`src/sv/srec_pkg.sv`:
```
`timescale 1ns / 1ps
// shared constants, types and character helpers for the s1 record encoder
package srec_pkg;

	localparam int unsigned REC_BYTES  = 16;
	localparam int unsigned FILL_W     = 5;
	localparam int unsigned PTR_W      = 4;
	localparam int unsigned ADDR_W     = 16;

	localparam logic [FILL_W-1:0] FILL_FULL    = FILL_W'(REC_BYTES);
	localparam logic [7:0]        REC_OVERHEAD = 8'd3;

	localparam logic [3:0] HDR_LAST   = 4'd7;
	localparam logic [3:0] CSUM_LAST  = 4'd2;
	localparam logic [3:0] TRAIL_LAST = 4'd10;

	localparam logic [7:0] CHAR_S  = 8'h53;
	localparam logic [7:0] CHAR_1  = 8'h31;
	localparam logic [7:0] CHAR_NL = 8'h0a;

	localparam logic ACT_DATA = 1'b0;
	localparam logic ACT_END  = 1'b1;

	typedef struct packed {
		logic             we;
		logic [PTR_W-1:0] waddr;
		logic [7:0]       wdata;
		logic             re;
		logic [PTR_W-1:0] raddr;
	} mem_req_t;

	typedef struct packed {
		logic              busy;
		logic [FILL_W-1:0] fill;
	} seq_status_t;

	function automatic logic [7:0] hex_char(input logic [3:0] n);
		logic [7:0] c;
		if (n < 4'd10) begin
			c = 8'h30 + {4'h0, n};
		end else begin
			c = 8'h57 + {4'h0, n};
		end
		return c;
	endfunction

	// terminator line "S9030000FC\n"
	function automatic logic [7:0] trailer_char(input logic [3:0] i);
		logic [7:0] c;
		case (i)
			4'd0:    c = 8'h53;
			4'd1:    c = 8'h39;
			4'd2:    c = 8'h30;
			4'd3:    c = 8'h33;
			4'd4:    c = 8'h30;
			4'd5:    c = 8'h30;
			4'd6:    c = 8'h30;
			4'd7:    c = 8'h30;
			4'd8:    c = 8'h46;
			4'd9:    c = 8'h43;
			4'd10:   c = 8'h0a;
			default: c = 8'h0a;
		endcase
		return c;
	endfunction

endpackage

```
`src/sv/srec_if.sv`:
```
`timescale 1ns / 1ps
// channel interfaces: input items, output characters, configuration writes
interface srec_in_if;
	logic       valid;
	logic       ready;
	logic       action;
	logic [7:0] data_byte;
	modport source (output valid, output action, output data_byte, input ready);
	modport sink (input valid, input action, input data_byte, output ready);
endinterface

interface srec_out_if;
	logic       valid;
	logic       ready;
	logic [7:0] out_char;
	logic       last_char;
	modport source (output valid, output out_char, output last_char, input ready);
	modport sink (input valid, input out_char, input last_char, output ready);
endinterface

interface srec_cfg_if;
	logic        valid;
	logic        ready;
	logic [15:0] start_address;
	modport source (output valid, output start_address, input ready);
	modport sink (input valid, input start_address, output ready);
endinterface

```
`src/sv/srec_mem.sv`:
```
`timescale 1ns / 1ps
// record buffer: 16 x 8 synchronous ram, one write and one registered read port
module srec_mem (
	input  logic              clk,
	input  srec_pkg::mem_req_t req,
	output logic [7:0]        rd_data
);
	import srec_pkg::*;

	logic [7:0] mem_q [REC_BYTES];

	always_ff @(posedge clk) begin
		if (req.we) begin
			mem_q[req.waddr] <= req.wdata;
		end
		if (req.re) begin
			rd_data <= mem_q[req.raddr];
		end
	end

endmodule

```
`src/sv/srec_seq.sv`:
```
`timescale 1ns / 1ps
// record sequencer: buffer fill, address and checksum, character generation
module srec_seq (
	input  logic                  clk,
	input  logic                  arst_n,
	srec_in_if.sink               din,
	srec_out_if.source            dout,
	srec_cfg_if.sink              cfg,
	output srec_pkg::mem_req_t    mem_req,
	input  logic [7:0]            rd_data,
	output srec_pkg::seq_status_t status
);
	import srec_pkg::*;

	typedef enum logic [4:0] {
		S_IDLE  = 5'b00001,
		S_HDR   = 5'b00010,
		S_DATA  = 5'b00100,
		S_CSUM  = 5'b01000,
		S_TRAIL = 5'b10000
	} state_t;

	state_t            state_q;
	logic [FILL_W-1:0] fill_q;
	logic [ADDR_W-1:0] addr_q;
	logic [ADDR_W-1:0] start_q;
	logic              active_q;
	logic              end_q;
	logic [3:0]        idx_q;
	logic [PTR_W-1:0]  ptr_q;
	logic [7:0]        sum_q;
	logic              out_valid_q;
	logic [7:0]        out_char_q;
	logic              out_last_q;

	logic              in_acc;
	logic              fire;
	logic [7:0]        count_c;
	logic [7:0]        byte_c;
	logic [7:0]        char_c;
	logic              last_c;
	logic [FILL_W-1:0] ptr_inc;
	logic              more_data;

	assign in_acc    = din.valid && din.ready;
	assign fire      = (state_q != S_IDLE) && (!out_valid_q || dout.ready);
	assign count_c   = 8'(fill_q) + REC_OVERHEAD;
	assign ptr_inc   = {1'b0, ptr_q} + FILL_W'(1);
	assign more_data = (ptr_inc != fill_q);

	assign din.ready = (state_q == S_IDLE);
	assign cfg.ready = 1'b1;

	assign dout.valid     = out_valid_q;
	assign dout.out_char  = out_char_q;
	assign dout.last_char = out_last_q;

	assign status.busy = (state_q != S_IDLE);
	assign status.fill = fill_q;

	// header bytes: count, address high, address low; otherwise the inverted checksum
	always_comb begin
		case (idx_q[2:1])
			2'd1:    byte_c = count_c;
			2'd2:    byte_c = addr_q[15:8];
			2'd3:    byte_c = addr_q[7:0];
			default: byte_c = ~sum_q;
		endcase
	end

	always_comb begin
		char_c = CHAR_NL;
		last_c = 1'b0;
		case (state_q)
			S_HDR: begin
				if (idx_q[2:1] == 2'd0) begin
					char_c = idx_q[0] ? CHAR_1 : CHAR_S;
				end else begin
					char_c = hex_char(idx_q[0] ? byte_c[3:0] : byte_c[7:4]);
				end
			end
			S_DATA: begin
				char_c = hex_char(idx_q[0] ? rd_data[3:0] : rd_data[7:4]);
			end
			S_CSUM: begin
				if (idx_q == CSUM_LAST) begin
					char_c = CHAR_NL;
					last_c = !end_q;
				end else begin
					char_c = hex_char(idx_q[0] ? ~sum_q[3:0] : ~sum_q[7:4]);
				end
			end
			S_TRAIL: begin
				char_c = trailer_char(idx_q);
				last_c = (idx_q == TRAIL_LAST);
			end
			default: begin
				char_c = CHAR_NL;
				last_c = 1'b0;
			end
		endcase
	end

	always_comb begin
		mem_req.we    = in_acc && (din.action == ACT_DATA);
		mem_req.waddr = fill_q[PTR_W-1:0];
		mem_req.wdata = din.data_byte;
		mem_req.re    = 1'b0;
		mem_req.raddr = ptr_inc[PTR_W-1:0];
		if (fire && (state_q == S_HDR) && (idx_q == HDR_LAST)) begin
			mem_req.re    = 1'b1;
			mem_req.raddr = '0;
		end else if (fire && (state_q == S_DATA) && idx_q[0] && more_data) begin
			mem_req.re = 1'b1;
		end
	end

	always_ff @(posedge clk or negedge arst_n) begin
		if (!arst_n) begin
			state_q     <= S_IDLE;
			fill_q      <= '0;
			addr_q      <= '0;
			start_q     <= '0;
			active_q    <= 1'b0;
			end_q       <= 1'b0;
			idx_q       <= '0;
			ptr_q       <= '0;
			out_valid_q <= 1'b0;
		end else begin
			if (cfg.valid && cfg.ready) begin
				start_q <= cfg.start_address;
				if (!active_q) begin
					addr_q <= cfg.start_address;
				end
			end
			if (fire) begin
				out_valid_q <= 1'b1;
			end else if (dout.ready) begin
				out_valid_q <= 1'b0;
			end
			case (state_q)
				S_IDLE: begin
					if (in_acc) begin
						idx_q <= '0;
						if (din.action == ACT_DATA) begin
							fill_q   <= fill_q + FILL_W'(1);
							active_q <= 1'b1;
							end_q    <= 1'b0;
							if (fill_q == FILL_FULL - FILL_W'(1)) begin
								state_q <= S_HDR;
							end
						end else begin
							end_q   <= 1'b1;
							state_q <= (fill_q != '0) ? S_HDR : S_TRAIL;
						end
					end
				end
				S_HDR: begin
					if (fire) begin
						idx_q <= idx_q + 4'd1;
						if (idx_q == HDR_LAST) begin
							state_q <= S_DATA;
							idx_q   <= '0;
							ptr_q   <= '0;
						end
					end
				end
				S_DATA: begin
					if (fire) begin
						idx_q <= idx_q + 4'd1;
						if (idx_q[0]) begin
							idx_q <= '0;
							if (more_data) begin
								ptr_q <= ptr_inc[PTR_W-1:0];
							end else begin
								state_q <= S_CSUM;
							end
						end
					end
				end
				S_CSUM: begin
					if (fire) begin
						idx_q <= idx_q + 4'd1;
						if (idx_q == CSUM_LAST) begin
							idx_q   <= '0;
							addr_q  <= addr_q + ADDR_W'(fill_q);
							fill_q  <= '0;
							state_q <= end_q ? S_TRAIL : S_IDLE;
						end
					end
				end
				S_TRAIL: begin
					if (fire) begin
						idx_q <= idx_q + 4'd1;
						if (idx_q == TRAIL_LAST) begin
							idx_q    <= '0;
							addr_q   <= start_q;
							fill_q   <= '0;
							active_q <= 1'b0;
							state_q  <= S_IDLE;
						end
					end
				end
				default: begin
					state_q <= S_IDLE;
				end
			endcase
		end
	end

	// running checksum: header bytes on the first header character, then each data byte
	always_ff @(posedge clk) begin
		if (fire && (state_q == S_HDR) && (idx_q == '0)) begin
			sum_q <= count_c + addr_q[15:8] + addr_q[7:0];
		end else if (fire && (state_q == S_DATA) && idx_q[0]) begin
			sum_q <= sum_q + rd_data;
		end
	end

	always_ff @(posedge clk) begin
		if (fire) begin
			out_char_q <= char_c;
			out_last_q <= last_c;
		end
	end

endmodule

```
`src/sv/srecord_s1_encoder_top.sv`:
```
`timescale 1ns / 1ps
// top level of the motorola s1 record encoder
// a data byte that does not complete a record is buffered and input stays ready
// an item that completes a record holds off input until that record has been sent
// an end item also sends the terminator; one character per ready cycle from the output register
// state leaves idle, then the first character is registered; output stalls freeze the sequencer
// async reset clears control state and sets the address and start address to zero
module srecord_s1_encoder_top (
	input  logic       clk,
	input  logic       arst_n,
	srec_in_if.sink    din,
	srec_out_if.source dout,
	srec_cfg_if.sink   cfg
);
	import srec_pkg::*;

	mem_req_t    mem_req;
	logic [7:0]  rd_data;
	seq_status_t status;

	srec_seq u_seq (
		.clk     (clk),
		.arst_n  (arst_n),
		.din     (din),
		.dout    (dout),
		.cfg     (cfg),
		.mem_req (mem_req),
		.rd_data (rd_data),
		.status  (status)
	);

	srec_mem u_mem (
		.clk     (clk),
		.req     (mem_req),
		.rd_data (rd_data)
	);

`ifndef NO_ASSERTIONS
	a_no_rw_overlap : assert property (@(posedge clk) disable iff (!arst_n)
		!(mem_req.we && mem_req.re))
		else $error("buffer read and write in the same cycle");

	a_fill_bound : assert property (@(posedge clk) disable iff (!arst_n)
		status.fill <= FILL_FULL)
		else $error("fill count beyond record size");

	a_write_on_data : assert property (@(posedge clk) disable iff (!arst_n)
		mem_req.we |-> (din.valid && din.ready && din.action == ACT_DATA))
		else $error("buffer write without a data item");

	a_end_busy : assert property (@(posedge clk) disable iff (!arst_n)
		(din.valid && din.ready && din.action == ACT_END) |=> (status.busy && !din.ready))
		else $error("end item did not start the terminator");
`endif

endmodule

```
`src/flat_wrapper.sv`:
```
// flat-port wrapper written by rule: the top's interface ports become plain ports
module srecord_s1_encoder_top_flat import srec_pkg::*;
  (clk, arst_n, din_valid, din_action, din_data_byte, din_ready, dout_valid, dout_out_char, dout_last_char, dout_ready, cfg_valid, cfg_start_address, cfg_ready);
  srec_in_if din_i ();
  srec_out_if dout_i ();
  srec_cfg_if cfg_i ();
  input  logic clk;
  input  logic arst_n;
  input wire logic [$bits(din_i.valid)-1:0] din_valid;
  input wire logic [$bits(din_i.action)-1:0] din_action;
  input wire logic [$bits(din_i.data_byte)-1:0] din_data_byte;
  output wire logic [$bits(din_i.ready)-1:0] din_ready;
  output wire logic [$bits(dout_i.valid)-1:0] dout_valid;
  output wire logic [$bits(dout_i.out_char)-1:0] dout_out_char;
  output wire logic [$bits(dout_i.last_char)-1:0] dout_last_char;
  input wire logic [$bits(dout_i.ready)-1:0] dout_ready;
  input wire logic [$bits(cfg_i.valid)-1:0] cfg_valid;
  input wire logic [$bits(cfg_i.start_address)-1:0] cfg_start_address;
  output wire logic [$bits(cfg_i.ready)-1:0] cfg_ready;
  assign din_i.valid = din_valid;
  assign din_i.action = din_action;
  assign din_i.data_byte = din_data_byte;
  assign din_ready = din_i.ready;
  assign dout_valid = dout_i.valid;
  assign dout_out_char = dout_i.out_char;
  assign dout_last_char = dout_i.last_char;
  assign dout_i.ready = dout_ready;
  assign cfg_i.valid = cfg_valid;
  assign cfg_i.start_address = cfg_start_address;
  assign cfg_ready = cfg_i.ready;
  srecord_s1_encoder_top u_core (.clk(clk), .arst_n(arst_n), .din(din_i), .dout(dout_i), .cfg(cfg_i));
endmodule
```
`config.mk`:
```
export PLATFORM = sky130hd
export DESIGN_NAME = srecord_s1_encoder_top_flat
export DESIGN_NICKNAME = d
export VERILOG_FILES = /design/src/sv/srec_pkg.sv /design/src/sv/srec_if.sv /design/src/sv/srec_mem.sv /design/src/sv/srec_seq.sv /design/src/sv/srecord_s1_encoder_top.sv /design/src/flat_wrapper.sv
export SDC_FILE = /design/constraint.sdc
export NUM_CORES = 1
export LEC_CHECK = 0
export ABC_CLOCK_PERIOD_IN_PS = 4200
export BUFFER_PORTS_ARGS = -buffer_cell sky130_fd_sc_hd__clkbuf_2
export CAP_MARGIN = 20
export CORE_MARGIN = 3
export CORE_UTILIZATION = 32
export CTS_CLUSTER_DIAMETER = 120
export CTS_CLUSTER_SIZE = 40
export DETAILED_ROUTE_END_ITERATION = 10
export SYNTH_ARGS = -nofsm -noshare
export SYNTH_HDL_FRONTEND = slang
export SYNTH_SLANG_ARGS = --single-unit
export TNS_END_PERCENT = 20
```
`constraint.sdc`:
```
create_clock -name clk -period 4.2 [get_ports clk]
set_input_delay 0.42 -clock clk [delete_from_list [all_inputs] [get_ports clk]]
set_output_delay 0.42 -clock clk [all_outputs]
set_load 0.05 [all_outputs]
```
* Word level (Yosys, flattened, before mapping) *
Memories as Yosys holds them, arrays and structs flattened. A register that Yosys moved wholly into a read port is not among the register bits.
Cells that the tools add are included.

storage, ports and cells
  register bits = 70
  bits in writable memories = 128
  ROM bits = 112
  memories = 2

memory list
  memory              depth  width  read ports  clocked after memory_dff  wr ports  RTL line        RTL
  u_core.u_mem.mem_q  16     8      1           1                         1         srec_mem.sv:10  logic [7:0] mem_q [REC_BYTES];
  (no name shown)     16     7      1           0                         0         srec_pkg.sv:50  case (i)

operators by class
  $add $sub $neg = 14
  $lt $le $gt $ge = 3
  equal/unequal tests = 27
  multiplexer cells = 73
  bitwise gates (word level) = 4
  reductions and logical operators = 27

operators with widths
  cell                 number
  $mux 5               20
  $mux 16              6
  $mux 4               18
  $mux 8               7
  $pmux 16 s2          1
  $pmux 8 s4           1
  $pmux 5 s5           1
  $add 7x4->8 const A  3
  $pmux 8 s3           1
  $ne 2x2->1 const B   11
  $add 6x4->7 const A  3
  $pmux 4 s5           1
  $add 16x5->16        1
  $add 8x8->8          2
  $pmux 5 s3           1
  $lt 4x4->1 const B   3
  $mux 1               12
  $reduce_and 6->1     2
  $reduce_and 11->1    1
  $eq 5x4->1 const B   2
  $reduce_bool 5->1    2
  $logic_and 1x1->1    9
  $add 6x8->8          1
  $not 4->4            2
  other kinds (31)     37

* Longest topological paths before layout *
Gate-level depths: netlist of the first run.

  depth in word-level cells = 8
  mapped depth = 14
  mapped depth without buffers = 13

* Modules after synthesis *
From an unflattened synthesis of the first run, not the netlist that was laid out.

unflattened totals
  cells, all modules = 877
  area, all modules = 10,983.0 um^2

modules (own cells, without submodules)
  module    instances  cells each  area each (um^2)
  srec_seq  1          648         5,755.5
  srec_mem  1          229         5,227.5

* Worst setup path before layout of the first run *
OpenSTA, ideal clock, no wires.

  path kind = register to register
  start = register u_core.u_seq.fill_q[0]
  end = register u_core.u_seq.sum_q[6] (data pin)
  arrival time = 2.821 ns
  setup slack = 1.115 ns
  cell stages (with the launch flop) = 14
  period minus slack after synthesis = 3.085 ns
  cells stage by stage = dfrtp_1 > buf_2 > inv_1 > ha_1 > xor2_1 > fa_1 > inv_1 > ha_1 > a21o_1 > a21oi_1 > o21ai_0 > a2111o_1 > o21ai_1 > nor3_1

on the way
  longest elaborated chain between the ends = 4

RTL lines
  element                 RTL line         RTL
  start, declared         srec_seq.sv:24   logic [FILL_W-1:0] fill_q;
  start signal, assigned  srec_seq.sv:146  fill_q <= fill_q + FILL_W'(1);
  $add 5x2->6             srec_seq.sv:47   assign count_c = 8'(fill_q) + REC_OVERHEAD;
  $add 6x8->8             srec_seq.sv:214  sum_q <= count_c + addr_q[15:8] + addr_q[7:0];
  $add 8x8->8             srec_seq.sv:214
  $mux 8                  srec_seq.sv:213  if (fire && (state_q == S_HDR) && (idx_q == '0)) begin
  end signal, assigned    srec_seq.sv:214
  end signal, assigned    srec_seq.sv:216  sum_q <= sum_q + rd_data;
  end, declared           srec_seq.sv:31   logic [7:0] sum_q;

Every way passes these cells.
A chain may end at the register's enable or synchronous reset.

* Final worst setup path of the first run *
Ends and elaborated chain as after synthesis.

==> results of run 1 <==
## worst max-delay path, cell delays in order (launching register included)
cell,delay [ns]
sky130_fd_sc_hd__dfrtp_1,0.56
sky130_fd_sc_hd__inv_1,0.19
sky130_fd_sc_hd__ha_1,0.26
sky130_fd_sc_hd__xor2_1,0.17
sky130_fd_sc_hd__fa_1,0.55
sky130_fd_sc_hd__inv_1,0.07
sky130_fd_sc_hd__ha_1,0.30
sky130_fd_sc_hd__a21o_1,0.17
sky130_fd_sc_hd__a21oi_1,0.20
sky130_fd_sc_hd__o21ai_0,0.13
sky130_fd_sc_hd__a2111o_1,0.41
sky130_fd_sc_hd__o21ai_1,0.09
sky130_fd_sc_hd__nor3_1,0.06
## stage by stage
step	area, sq um	instances
floorplan	10930	905
global placement	11520	1360
detailed placement	11520	1360
CTS	11790	1373
global route	11790	1373
finish	11790	1373
## power by group
part	internal, mW	switching [mW]	total, mW
Sequential	2.41	0.258	2.67
Clock	0.415	0.631	1.05
Combinational	0.956	1.47	2.43
Total	3.78	2.36	6.14
## flip-flops by register name, summed over array words and instances (netlist names)
register,flops
u_core.u_mem.mem_q,128
u_core.u_mem.rd_data,8
u_core.u_seq.active_q,1
u_core.u_seq.addr_q,16
u_core.u_seq.dout.last_char,1
u_core.u_seq.dout.out_char,7
u_core.u_seq.dout.valid,1
u_core.u_seq.end_q,1
u_core.u_seq.fill_q,5
u_core.u_seq.idx_q,4
u_core.u_seq.ptr_q,4
u_core.u_seq.start_q,16
u_core.u_seq.state_q,5
u_core.u_seq.sum_q,8
## final cells by class
cell class,count,area [sq um],area share (%)
Sequential cell,205,5893,49.98
Multi-Input combinational cell,612,4631,39.28
Tap cell,448,560.5,4.754
Timing Repair Buffer,48,262.8,2.229
Clock buffer,12,236.5,2.006
Inverter,47,176.4,1.496
Clock inverter,1,30.03,0.2547
## logic make-up after synthesis
family                     count (synthesis)
muxes                                     73
DFF                                      205
AOI/OAI and AO/OA                        209
buffers and inverters                     88
adders and majority gates                 43
xor gates and xnor gates                  35
other                                      2
and+or+nand+nor                          250
## worst paths after layout
check,from,end,slack [ns]
setup / recovery,u_core.u_seq.fill_q[0]$_DFFE_PN0P_,u_core.u_seq.sum_q[6]$_DFFE_PP_,0.79
hold / removal,arst_n,u_core.u_seq.addr_q[14]$_DFF_PN0_,0.04
setup reg to reg,u_core.u_seq.fill_q[0]$_DFFE_PN0P_,u_core.u_seq.sum_q[6]$_DFFE_PP_,0.79
hold reg to reg,u_core.u_seq.start_q[10]$_DFFE_PN0P_,u_core.u_seq.addr_q[10]$_DFF_PN0_,0.51
max in group asynchronous,arst_n,u_core.u_seq.ptr_q[0]$_DFFE_PN0P_,3.65
min in group clk,cfg_start_address[1],u_core.u_seq.start_q[1]$_DFFE_PN0P_,0.16
## placed cells by master (no fill, tap or decap), types with 5 or more instances in the layout
| master | synthesis | final |
|---|---|---|
| sky130_fd_sc_hd__a211oi_1 | 36 | 36 |
| sky130_fd_sc_hd__a21o_1 | 7 | 7 |
| sky130_fd_sc_hd__a21oi_1 | 51 | 51 |
| sky130_fd_sc_hd__a221o_1 | 8 | 8 |
| sky130_fd_sc_hd__and3_1 | 8 | 8 |
| sky130_fd_sc_hd__buf_4 | 5 | 9 |
| sky130_fd_sc_hd__clkbuf_16 | 0 | 9 |
| sky130_fd_sc_hd__clkbuf_2 | 1 | 39 |
| sky130_fd_sc_hd__dfrtp_1 | 52 | 51 |
| sky130_fd_sc_hd__edfxtp_1 | 152 | 152 |
| sky130_fd_sc_hd__fa_1 | 9 | 9 |
| sky130_fd_sc_hd__ha_1 | 34 | 34 |
| sky130_fd_sc_hd__inv_1 | 44 | 44 |
| sky130_fd_sc_hd__mux2_2 | 20 | 20 |
| sky130_fd_sc_hd__mux2i_1 | 36 | 36 |
| sky130_fd_sc_hd__mux4_2 | 17 | 17 |
| sky130_fd_sc_hd__nand2_1 | 66 | 66 |
| sky130_fd_sc_hd__nand2b_1 | 6 | 6 |
| sky130_fd_sc_hd__nand3_1 | 14 | 14 |
| sky130_fd_sc_hd__nand3b_1 | 6 | 6 |
| sky130_fd_sc_hd__nand4_1 | 6 | 6 |
| sky130_fd_sc_hd__nor2_1 | 67 | 67 |
| sky130_fd_sc_hd__nor2b_1 | 25 | 24 |
| sky130_fd_sc_hd__nor3_1 | 12 | 12 |
| sky130_fd_sc_hd__o211ai_1 | 5 | 5 |
| sky130_fd_sc_hd__o21ai_0 | 30 | 30 |
| sky130_fd_sc_hd__o21ai_1 | 11 | 11 |
| sky130_fd_sc_hd__o221ai_1 | 7 | 7 |
| sky130_fd_sc_hd__or3_1 | 8 | 8 |
| sky130_fd_sc_hd__xnor2_1 | 23 | 23 |
| sky130_fd_sc_hd__xor2_1 | 11 | 11 |
## metal layers
metal  vias to the layer above  share of wire [%]
met5                         -                  0
met2                       160                 49
met1                      3616                 45
met4                         0                1.7
met3                        26                4.5
li1                       3404                  -
==> reports/results.txt, run 1 <==
Final Util: 35.07%
Total Wirelength: 26340 microns
Clock tree sinks: 205
Leading post-synthesis cells by instance count: 152 x sky130_fd_sc_hd__edfxtp_1, 67 x sky130_fd_sc_hd__nor2_1, 66 x sky130_fd_sc_hd__nand2_1, 52 x sky130_fd_sc_hd__dfrtp_1, 51 x sky130_fd_sc_hd__a21oi_1
Wire length per cell after detailed routing: 19.18 microns
Mapped Nets: 978
Combinational family with the most area after synthesis: compound AO/OA/AOI/OAI gates
Deepest clock path buffer count: 3
Number of H-tree levels: 1
Type of destination of the critical path: flop
Met1 track utilization from global routing: 19.30%
Data arrival time at the worst-slack endpoint: 3.65 ns
Number of iterations in the first detailed-routing pass: 5
#FFs+latches synth: 205
Area fraction of the dominant cell type after synthesis: 41.75%
First-pass GRT wire length: 41200 microns
Final global-route overflow total: 0
Final Wtd Congestion: 0.8242
Achievable frequency: 293.6 MHz
Adder and majority gate portion of the synthesized area: 5.539%
Cell type with the largest total area after synthesis: sky130_fd_sc_hd__edfxtp_1
Share of synthesized area occupied by flip-flops and latches: 53.89%
Die W: 190.8 microns
Hold Buf Count CTS: 0
Initial core utilization: 32.52%
Number of global-route vias before repair: 7237
Area growth from synthesis to layout: 7.840%
Nature of the critical path startpoint: flop
Cts repair resizes: 0
Layer carrying the most global-route usage: met2
Total number of placement rows: 67
Required time at the endpoint of the critical path: 4.45 ns
Worst setup margin: 0.7938 ns
Total power divided by cell area: 521.0 nW/um^2
EDFF count, synth: 152
Top area cells in the synthesized netlist: sky130_fd_sc_hd__edfxtp_1 42%, sky130_fd_sc_hd__dfrtp_1 12%, sky130_fd_sc_hd__ha_1 3.9%
Filler cell count: 3274
Die height: 190.8 microns
Final critical delay including setup and external delays: 3.406 ns
Number of buffers inserted to repair setup after CTS: 0
Post-synthesis cell area: 10930 sq um
Synth Flop Type: sky130_fd_sc_hd__edfxtp_1
Floorplan Core Area: 33620 sq um
Total power consumption of the routed design: 6.143 mW
Placement Setup Slack: 0.8483 ns
Setup Skew: 0.07013 ns
Synthesized area divided by synthesized cell count: 12.08 sq um
Slew headroom: 28.65%
Antenna violations before repair: 0
Worst-case vdd ir drop: 270.2 uV
Area of the die: 36420 sq um
Global-route met3 utilization: 2.188%
Leakage power: 4.315 nW
Final Hold Slack: 0.03739 ns
Port-buffer cells: 39
R2R cell count: 12
Synth Area in Compound Gates: 13.37%
ANT nets after route: 0
Clock root buffer: sky130_fd_sc_hd__clkbuf_16
Tcrit/Tclk final: 81.10%
Run status: complete, no violations
Number of max-cap violations: 0
Synth cell types: 83
Unrepaired setup endpoints after global routing: false
Net count reported at finish: 996
Number of placed I/O pins: 42
Worst-Skew Late Latency: 0.50 ns
Ratio of cells with drive above 1 in the final layout: 13.41%
Initial drt markers: 543
Sum of net half-perimeters after detailed placement: 18730 microns
Diode count: 0
Number of instances in the synthesized netlist: 905
Pin count of the biggest net entering global routing: 54
Max-slew violation count: 0
Endpoints failing hold: 0
Simple-gate portion of the synthesized area: 11.63%
GRT Total Usage: 14.29%
Setup violation total in the final timing report: 0
Xor/xnor share of the synthesized area: 2.873%
Avg Vias per Cell: 5.248
Critical path type: flop to flop
Yosys Warn Count: 0
CTS tree: yes
Inserted Clock Buffers: 9
Multiplexer share of the synthesized area: 8.858%
Largest fanout on the critical path: 10
Post-synthesis async set-or-reset flop share: 25.85%
Most common cell in the synthesized netlist: sky130_fd_sc_hd__edfxtp_1
Post-route DRC: 0
Post-route setup TNS: 0 ns
Clock-pin transition on the worst setup and hold timing paths: 0.16 ns
Vias post-DR: 7206
Global routing usage on met2: 24.49%
Slew at the pin closest to its max-slew limit: 1.065 ns
Worst min-delay path class: input port to asynchronous set/reset pin
Note: power is estimated with default switching activity, not from simulation.
==> run 2: changes to the inputs <==
ABC_AREA = 1   (was not set)
ABC_CLOCK_PERIOD_IN_PS = 2800   (was 4200)
clock period = 2.8 ns   (was 4.2 ns; I/O delays follow)
==> run 2 against run 1 <==
  * Clock skew shrank 0.054 ns
  * Combinational power grew 37%
  * Via count grew 24%
  * Core utilization grew 1.7 points
  * Highest routed layer unchanged
==> reports/results.txt, run 2 <==
Nature of the critical path startpoint: flop
Total Wirelength: 29250 microns
Portion of total power attributed to combinational logic: 38.7%
Wire length per cell after detailed routing: 16.24 microns
Synth Flop Type: sky130_fd_sc_hd__edfxtp_1
Area growth from synthesis to layout: 12.09%
Diode count: 0
Clock power frac: 18.8%
Floorplan Core Area: 34970 sq um
Number of placed I/O pins: 42
Clock-pin transition on the worst setup and hold timing paths: 0.12 ns
R2R cell count: 14
Area fraction of the dominant cell type after synthesis: 39.74%
Number of max-cap violations: 0
Most common cell after layout, fill and taps aside: sky130_fd_sc_hd__nand2_1
Area of the die: 38200 sq um
Top Registers: u_core.u_mem.mem_q x128, u_core.u_seq.addr_q x16, u_core.u_seq.start_q x16
Final global-route overflow total: 0
Filler cell count: 3508
Setup violation total in the final timing report: 0
Final Wtd Congestion: 0.8938
Tcrit/Tclk final: 96.34%
Largest fanout on the critical path: 4
Ordered list of cells on the worst path: inv_4, buf_4, a21oi_2, buf_4, nand2_1, fa_1, inv_1, ha_1, nand2_2, nand2_1, a21oi_2, a21oi_1, o21ai_1, o21ai_1
Critical path's slowest cell: sky130_fd_sc_hd__fa_1
Mapped Nets: 1352
Post-synthesis async set-or-reset flop share: 25.85%
Worst-Skew Late Latency: 0.48 ns
Internal power component: 5.432 mW
Achievable frequency: 370.7 MHz
Worst reg2reg path endpoint: u_core.u_seq.sum_q[7]$_DFFE_PP_
Synth cell types: 52
Total number of placement rows: 68
Endpoints failing hold: 0
Pin count of the biggest net entering global routing: 90
Sw Ratio: 37.08%
Antenna violations before repair: 0
Required time at the endpoint of the critical path: 3.04 ns
Number of iterations in the first detailed-routing pass: 5
GRT Total Usage: 15.00%
Post-route cell area: 12870 sq um
Placed instance count: 1786
Leakage power: 5.456 nW
Setup Skew: 0.01621 ns
EDFF count, synth: 152
Launch point of the worst reg-to-reg path: u_core.u_seq.fill_q[0]$_DFFE_PN0P_
Post-route insts no fill: 1801
Maximum single-stage delay on the critical path: 0.49 ns
CTS tree: yes
Vias post-DR: 8963
Most common cell in the synthesized netlist: sky130_fd_sc_hd__nand2_1
Post-synthesis cell area: 11480 sq um
Net Sw Power: 3.202 mW
Slew headroom: 60.85%
#FFs+latches synth: 205
Post-route DRC: 0
Leading post-synthesis cells by instance count: 239 x sky130_fd_sc_hd__nand2_1, 178 x sky130_fd_sc_hd__nand3_1, 168 x sky130_fd_sc_hd__inv_1, 152 x sky130_fd_sc_hd__edfxtp_1, 97 x sky130_fd_sc_hd__nor2_1
Worst-case vdd ir drop: 390.1 uV
Number of global-route vias before repair: 8703
Synthesized area divided by synthesized cell count: 8.979 sq um
Final Util: 36.81%
Final Hold Slack: 0.02244 ns
Share of power burned in registers: 42.5%
Most flop-heavy register: u_core.u_mem.mem_q
Start point of the critical path: u_core.u_seq.fill_q[0]$_DFFE_PN0P_
Dpl cell area: 12490 sq um
Final critical delay including setup and external delays: 2.698 ns
Yosys Warn Count: 0
ANT nets after route: 0
Inserted Clock Buffers: 9
Type of destination of the critical path: flop
Net count reported at finish: 1417
Max-slew violation count: 0
Critical path type: flop to flop
Initial core utilization: 32.84%
Port-buffer cells: 39
Number of instances in the synthesized netlist: 1279
Capture point of the worst path: u_core.u_seq.sum_q[7]$_DFFE_PP_
Setup slack of the worst register-to-register path: 0.10 ns
Most frequent cells in the layout: 238 x sky130_fd_sc_hd__nand2_1, 178 x sky130_fd_sc_hd__nand3_1, 164 x sky130_fd_sc_hd__inv_1
First-pass GRT wire length: 46650 microns
Die W: 195.4 microns
Die height: 195.4 microns
Ratio of cells with drive above 1 in the final layout: 14.26%
Avg Vias per Cell: 4.977
Slew at the pin closest to its max-slew limit: 0.5867 ns
Sum of net half-perimeters after detailed placement: 21090 microns
Total power consumption of the routed design: 8.634 mW
Number of H-tree levels: 1
Clock tree sinks: 205
Run status: complete, no violations
Share of synthesized area occupied by flip-flops and latches: 51.30%
Unrepaired setup endpoints after global routing: true
Deepest clock path buffer count: 3
Top area cells in the synthesized netlist: sky130_fd_sc_hd__edfxtp_1 40%, sky130_fd_sc_hd__dfrtp_1 11%, sky130_fd_sc_hd__nand2_1 7.8%
Initial drt markers: 707
Clock root buffer: sky130_fd_sc_hd__clkbuf_16
Data arrival time at the worst-slack endpoint: 2.94 ns
Cell type with the largest total area after synthesis: sky130_fd_sc_hd__edfxtp_1
Worst min-delay path class: input port to flop
Number of flip-flops under the largest register name: 128
Total power divided by cell area: 670.7 nW/um^2
## run 2: changes by cell type after synthesis, sizes merged, moves of 25 or more
cell,change
a211oi,-39
inv,+132
mux2i,-35
nand2,+174
nand3,+168
nor2,+37
nor2b,-25
o21ai,+37
## run 2: how the worst min path moves through the flow
| stage | start | end | cells after the start |
|---|---|---|---|
| 3_5_place_dp | arst_n | u_core.u_seq.start_q[12]$_DFFE_PN0P_ | 1 |
| 3_3_place_gp | arst_n | u_core.u_seq.start_q[13]$_DFFE_PN0P_ | 1 |
| 6_report | cfg_start_address[14] | u_core.u_seq.start_q[14]$_DFFE_PN0P_ | 3 |
| 5_1_grt | cfg_start_address[14] | u_core.u_seq.start_q[14]$_DFFE_PN0P_ | 3 |
| 2_1_floorplan | arst_n | u_core.u_seq.active_q$_DFFE_PN0P_ | 0 |
| 4_1_cts | cfg_start_address[14] | u_core.u_seq.start_q[14]$_DFFE_PN0P_ | 3 |
## run 2: cells by family (layout without fill, tap and decap cells)
family	after synthesis	count (layout)	share of synthesized area, %
adders and majority gates	43	43	5.273
AOI/OAI and AO/OA	172	172	8.825
buffers and inverters	225	292	7.898
DFF	205	205	51.30
and+or+nand+nor	610	610	24.86
muxes	5	5	0.4793
other	2	2	0.06539
xor gates and xnor gates	17	17	1.296
## run 2: cell type report
cell class	count	area, sq um	area share (%)
clock inverters	2	46.29	0.3596
flip-flops and latches	205	5894	45.79
well taps	455	569.3	4.422
inverters	180	680.7	5.287
clock buffers	11	232.7	1.808
multi-input cells	849	4765	37.01
repair buffers	99	685.7	5.326
## run 2: metrics by stage
stage | TNS, ns | setup WS, ns
floorplan | 0 | 0.03616
global placement | 0 | 0.004532
detailed placement | -0.04247 | -0.04247
CTS | 0 | 0.002617
global route | -0.1148 | -0.06149
finish | 0 | 0.1025
## run 2: layer usage
layer / wire (microns) / vias to the layer above / track usage [%]
met5: 0 / - / 0
met4: 801 / 0 / 3.961
met3: 1345 / 55 / 1.656
met2: 13740 / 240 / 24.97
met1: 13360 / 4236 / 20.88
li1: - / 4432 / -
## run 2: what timing repair did
| item | in CTS | in global routing |
|---|---|---|
| cloned | 0 | 0 |
| setup endpoints to repair | 1 | 5 |
| resized for setup | 3 | 20 |
| setup buffers | 0 | 1 |
| hold buffers | 1 | 0 |
| pin swaps | 0 | 4 |
| hold endpoints to repair | 13 | 0 |
## run 2: critical path, delay by kind of cell, from the launching register on
kind,cells,cell delay (ns)
DFF,1,0.41
and+or+nand+nor,3,0.25
buffers and inverters,4,0.41
adders and majority gates,2,0.84
AOI/OAI and AO/OA,5,0.56
## run 2: power groups by stage
stage               sequential [mW]  clock, mW  combinational, mW
global route                   3.69       1.78               3.69
finish                         3.67       1.63               3.34
CTS                            3.66       1.68               3.10
detailed placement             3.73          0               3.08
global placement               3.72          0               3.02
floorplan                      3.89          0               1.84
==> run 3: changes to the inputs <==
CORE_UTILIZATION = 35   (was 32)
==> run 3 against run 2 <==
  * Final area rose by 0.85%
  * Clock-buffer cell count stayed put
  * Wire length up 0.45%
  * Clock skew up 0.027 ns
  * Sequential share of layout area is 0.38 points lower
  * First-iteration DRC count decreased by 6.5%
  * Setup slack got worse by 0.0072 ns
  * Register-to-register slack hardly changed
  * Largest power group unchanged
  * Core utilization increased by 3.8 points
  * Critical endpoint unchanged
  * Critical path depth is 1 higher
  * Clock power grew 12%
==> reports/results.txt, run 3 (same netlist as run 2, synthesis figures left out) <==
Run status: complete, no violations
Most common cell after layout, fill and taps aside: sky130_fd_sc_hd__nand2_1
Clock-pin transition on the worst setup and hold timing paths: 0.12 ns
Final Wtd Congestion: 0.9072
Crit path buffers/inverters: 4
Post-route setup TNS: 0 ns
Worst reg2reg path endpoint: u_core.u_seq.sum_q[7]$_DFFE_PP_
ANT nets after route: 0
CTS tree: yes
Setup Skew: 0.04350 ns
Number of placed I/O pins: 42
Number of global-route vias before repair: 8617
Sum of net half-perimeters after detailed placement: 21140 microns
Ratio of cells with drive above 1 in the final layout: 15.19%
Data arrival time at the worst-slack endpoint: 2.95 ns
Unrepaired setup endpoints after global routing: true
Final critical delay including setup and external delays: 2.705 ns
Area growth from synthesis to layout: 13.04%
Placed instance count: 1772
Setup slack of the worst register-to-register path: 0.1 ns
Die W: 187.1 microns
Ordered list of cells on the worst path: inv_4, ha_4, fa_1, inv_1, ha_2, inv_2, fa_2, inv_2, nand3_2, nand2_2, nand2_2, nand2_2, a21oi_2, o21ai_1, o21ai_1
Floorplan Core Area: 31960 sq um
Most frequent cells in the layout: 236 x sky130_fd_sc_hd__nand2_1, 177 x sky130_fd_sc_hd__nand3_1, 163 x sky130_fd_sc_hd__inv_1
Hold endpoint: u_core.u_seq.start_q[5]$_DFFE_PN0P_
Antenna violations before repair: 0
Largest fanout on the critical path: 4
Cell occurring most often along the worst timing path: sky130_fd_sc_hd__nand2_2
Initial drt markers: 661
Hold path cells: 3
Post-route insts no fill: 1791
Achievable frequency: 369.7 MHz
Die height: 187.1 microns
Worst setup margin: 0.09529 ns
Area of the die: 35020 sq um
Final global-route overflow total: 0
Port-buffer cells: 39
Slew headroom: 51.63%
Net count reported at finish: 1427
Initial core utilization: 35.93%
Worst min-delay path class: input port to flop
Number of H-tree levels: 1
Required time at the endpoint of the critical path: 3.04 ns
Top Registers: u_core.u_mem.mem_q x128, u_core.u_seq.addr_q x16, u_core.u_seq.start_q x16
Slew at the pin closest to its max-slew limit: 0.7255 ns
Max-slew violation count: 0
Launch point of the worst reg-to-reg path: u_core.u_seq.fill_q[0]$_DFFE_PN0P_
Number of flip-flops under the largest register name: 128
Number of iterations in the first detailed-routing pass: 9
Leakage power: 5.530 nW
Vias post-DR: 8911
Clock tree sinks: 205
Pin count of the biggest net entering global routing: 90
Min-Delay Startpoint: cfg_start_address[5]
Clock root buffer: sky130_fd_sc_hd__clkbuf_16
Avg Vias per Cell: 4.975
Nature of the critical path startpoint: flop
Inserted Clock Buffers: 10
Critical path's slowest cell: sky130_fd_sc_hd__fa_1
GRT Total Usage: 16.45%
Final Util: 40.62%
Setup violation total in the final timing report: 0
Tcrit/Tclk final: 96.60%
Total Wirelength: 29380 microns
Wire length per cell after detailed routing: 16.40 microns
Worst-Skew Late Latency: 0.50 ns
Top delay family on crit path: adder cells
Critical path type: flop to flop
R2R cell count: 15
Endpoints failing hold: 0
Post-route DRC: 0
Diode count: 0
Placement Setup Slack: -0.05630 ns
Type of destination of the critical path: flop
Most flop-heavy register: u_core.u_mem.mem_q
Total number of placement rows: 65
Number of max-cap violations: 0
Worst-case vdd ir drop: 742.6 uV
Maximum single-stage delay on the critical path: 0.48 ns
Total power divided by cell area: 680.6 nW/um^2
First-pass GRT wire length: 46660 microns
Deepest clock path buffer count: 3
==> run 3: cell count changes in the layout (fill, tap and decap cells not counted), moves of 2 or more <==
cell,delta
sky130_fd_sc_hd__buf_4,+9
sky130_fd_sc_hd__clkbuf_1,-2
sky130_fd_sc_hd__nand2_1,-2
sky130_fd_sc_hd__nand2_2,+2
sky130_fd_sc_hd__clkbuf_16,+2
==> run 3: worst register-to-register path, delay by kind of cell (launching register included) <==
kind | cells | cell delay (ns)
compound gates | 3 | 0.24
fa+ha+maj | 4 | 1.26
buf+inv | 4 | 0.29
flops | 1 | 0.45
simple gates | 4 | 0.25
==> run 3: metrics by stage <==
step                      instance area, sq um  power [mW]  hold slack, ns
after floorplan                          11490       5.738        -0.01559
after global routing                     12980       9.416         0.01842
final                                    12980       8.836         0.02106
after detailed placement                 12510       6.749          0.3763
after CTS                                12870       8.606        0.003963
after global placement                   12510       6.712          0.3731
==> run 3: how the worst max path moves through the flow <==
stage                                       startpoint                         endpoint  slack, ns  cells after the start
finish              u_core.u_seq.fill_q[0]$_DFFE_PN0P_  u_core.u_seq.sum_q[7]$_DFFE_PP_        0.1                     15
global route        u_core.u_seq.fill_q[1]$_DFFE_PN0P_  u_core.u_seq.sum_q[6]$_DFFE_PP_      -0.06                     15
CTS                 u_core.u_seq.fill_q[0]$_DFFE_PN0P_  u_core.u_seq.sum_q[7]$_DFFE_PP_      0.003                     15
detailed placement  u_core.u_seq.fill_q[1]$_DFFE_PN0P_  u_core.u_seq.sum_q[7]$_DFFE_PP_      -0.06                     15
global placement    u_core.u_seq.fill_q[1]$_DFFE_PN0P_  u_core.u_seq.sum_q[7]$_DFFE_PP_      -0.03                     15
floorplan           u_core.u_seq.fill_q[1]$_DFFE_PN0P_  u_core.u_seq.sum_q[7]$_DFFE_PP_       0.04                     15
==> run 3: layout make-up <==
cell class	instances	area (sq um)
well taps	435	544.3
clock inverters	3	66.31
flip-flops and latches	205	5894
repair buffers	108	753.2
multi-input cells	849	4768
clock buffers	11	275.3
inverters	180	680.7
fillers	3161	18980
==> run 3: where the power goes <==
| group | internal, mW | leakage (nW) | switching, mW | total (mW) |
|---|---|---|---|---|
| Combinational | 1.26 | 3.35 | 2.09 | 3.35 |
| Clock | 0.832 | 0.166 | 0.996 | 1.83 |
| Sequential | 3.52 | 2.01 | 0.143 | 3.66 |
| Total | 5.61 | 5.53 | 3.23 | 8.84 |
==> run 3: timing repair <==
item | CTS | global route
cloned | 0 | 0
hold buffers | 1 | 0
pin swaps | 0 | 9
resized for setup | 3 | 22
endpoints found under the setup margin | 1 | 2
endpoints found under the hold margin | 26 | 0
buffers inserted | 0 | 4
==> run 3: routing by layer <==
layer	track usage, %	routed length, microns	vias up
met3	1.912	1221	30
met5	0	0	-
met2	28.48	14330	187
met1	22.43	13310	4240
li1	-	-	4454
met4	3.170	519	0
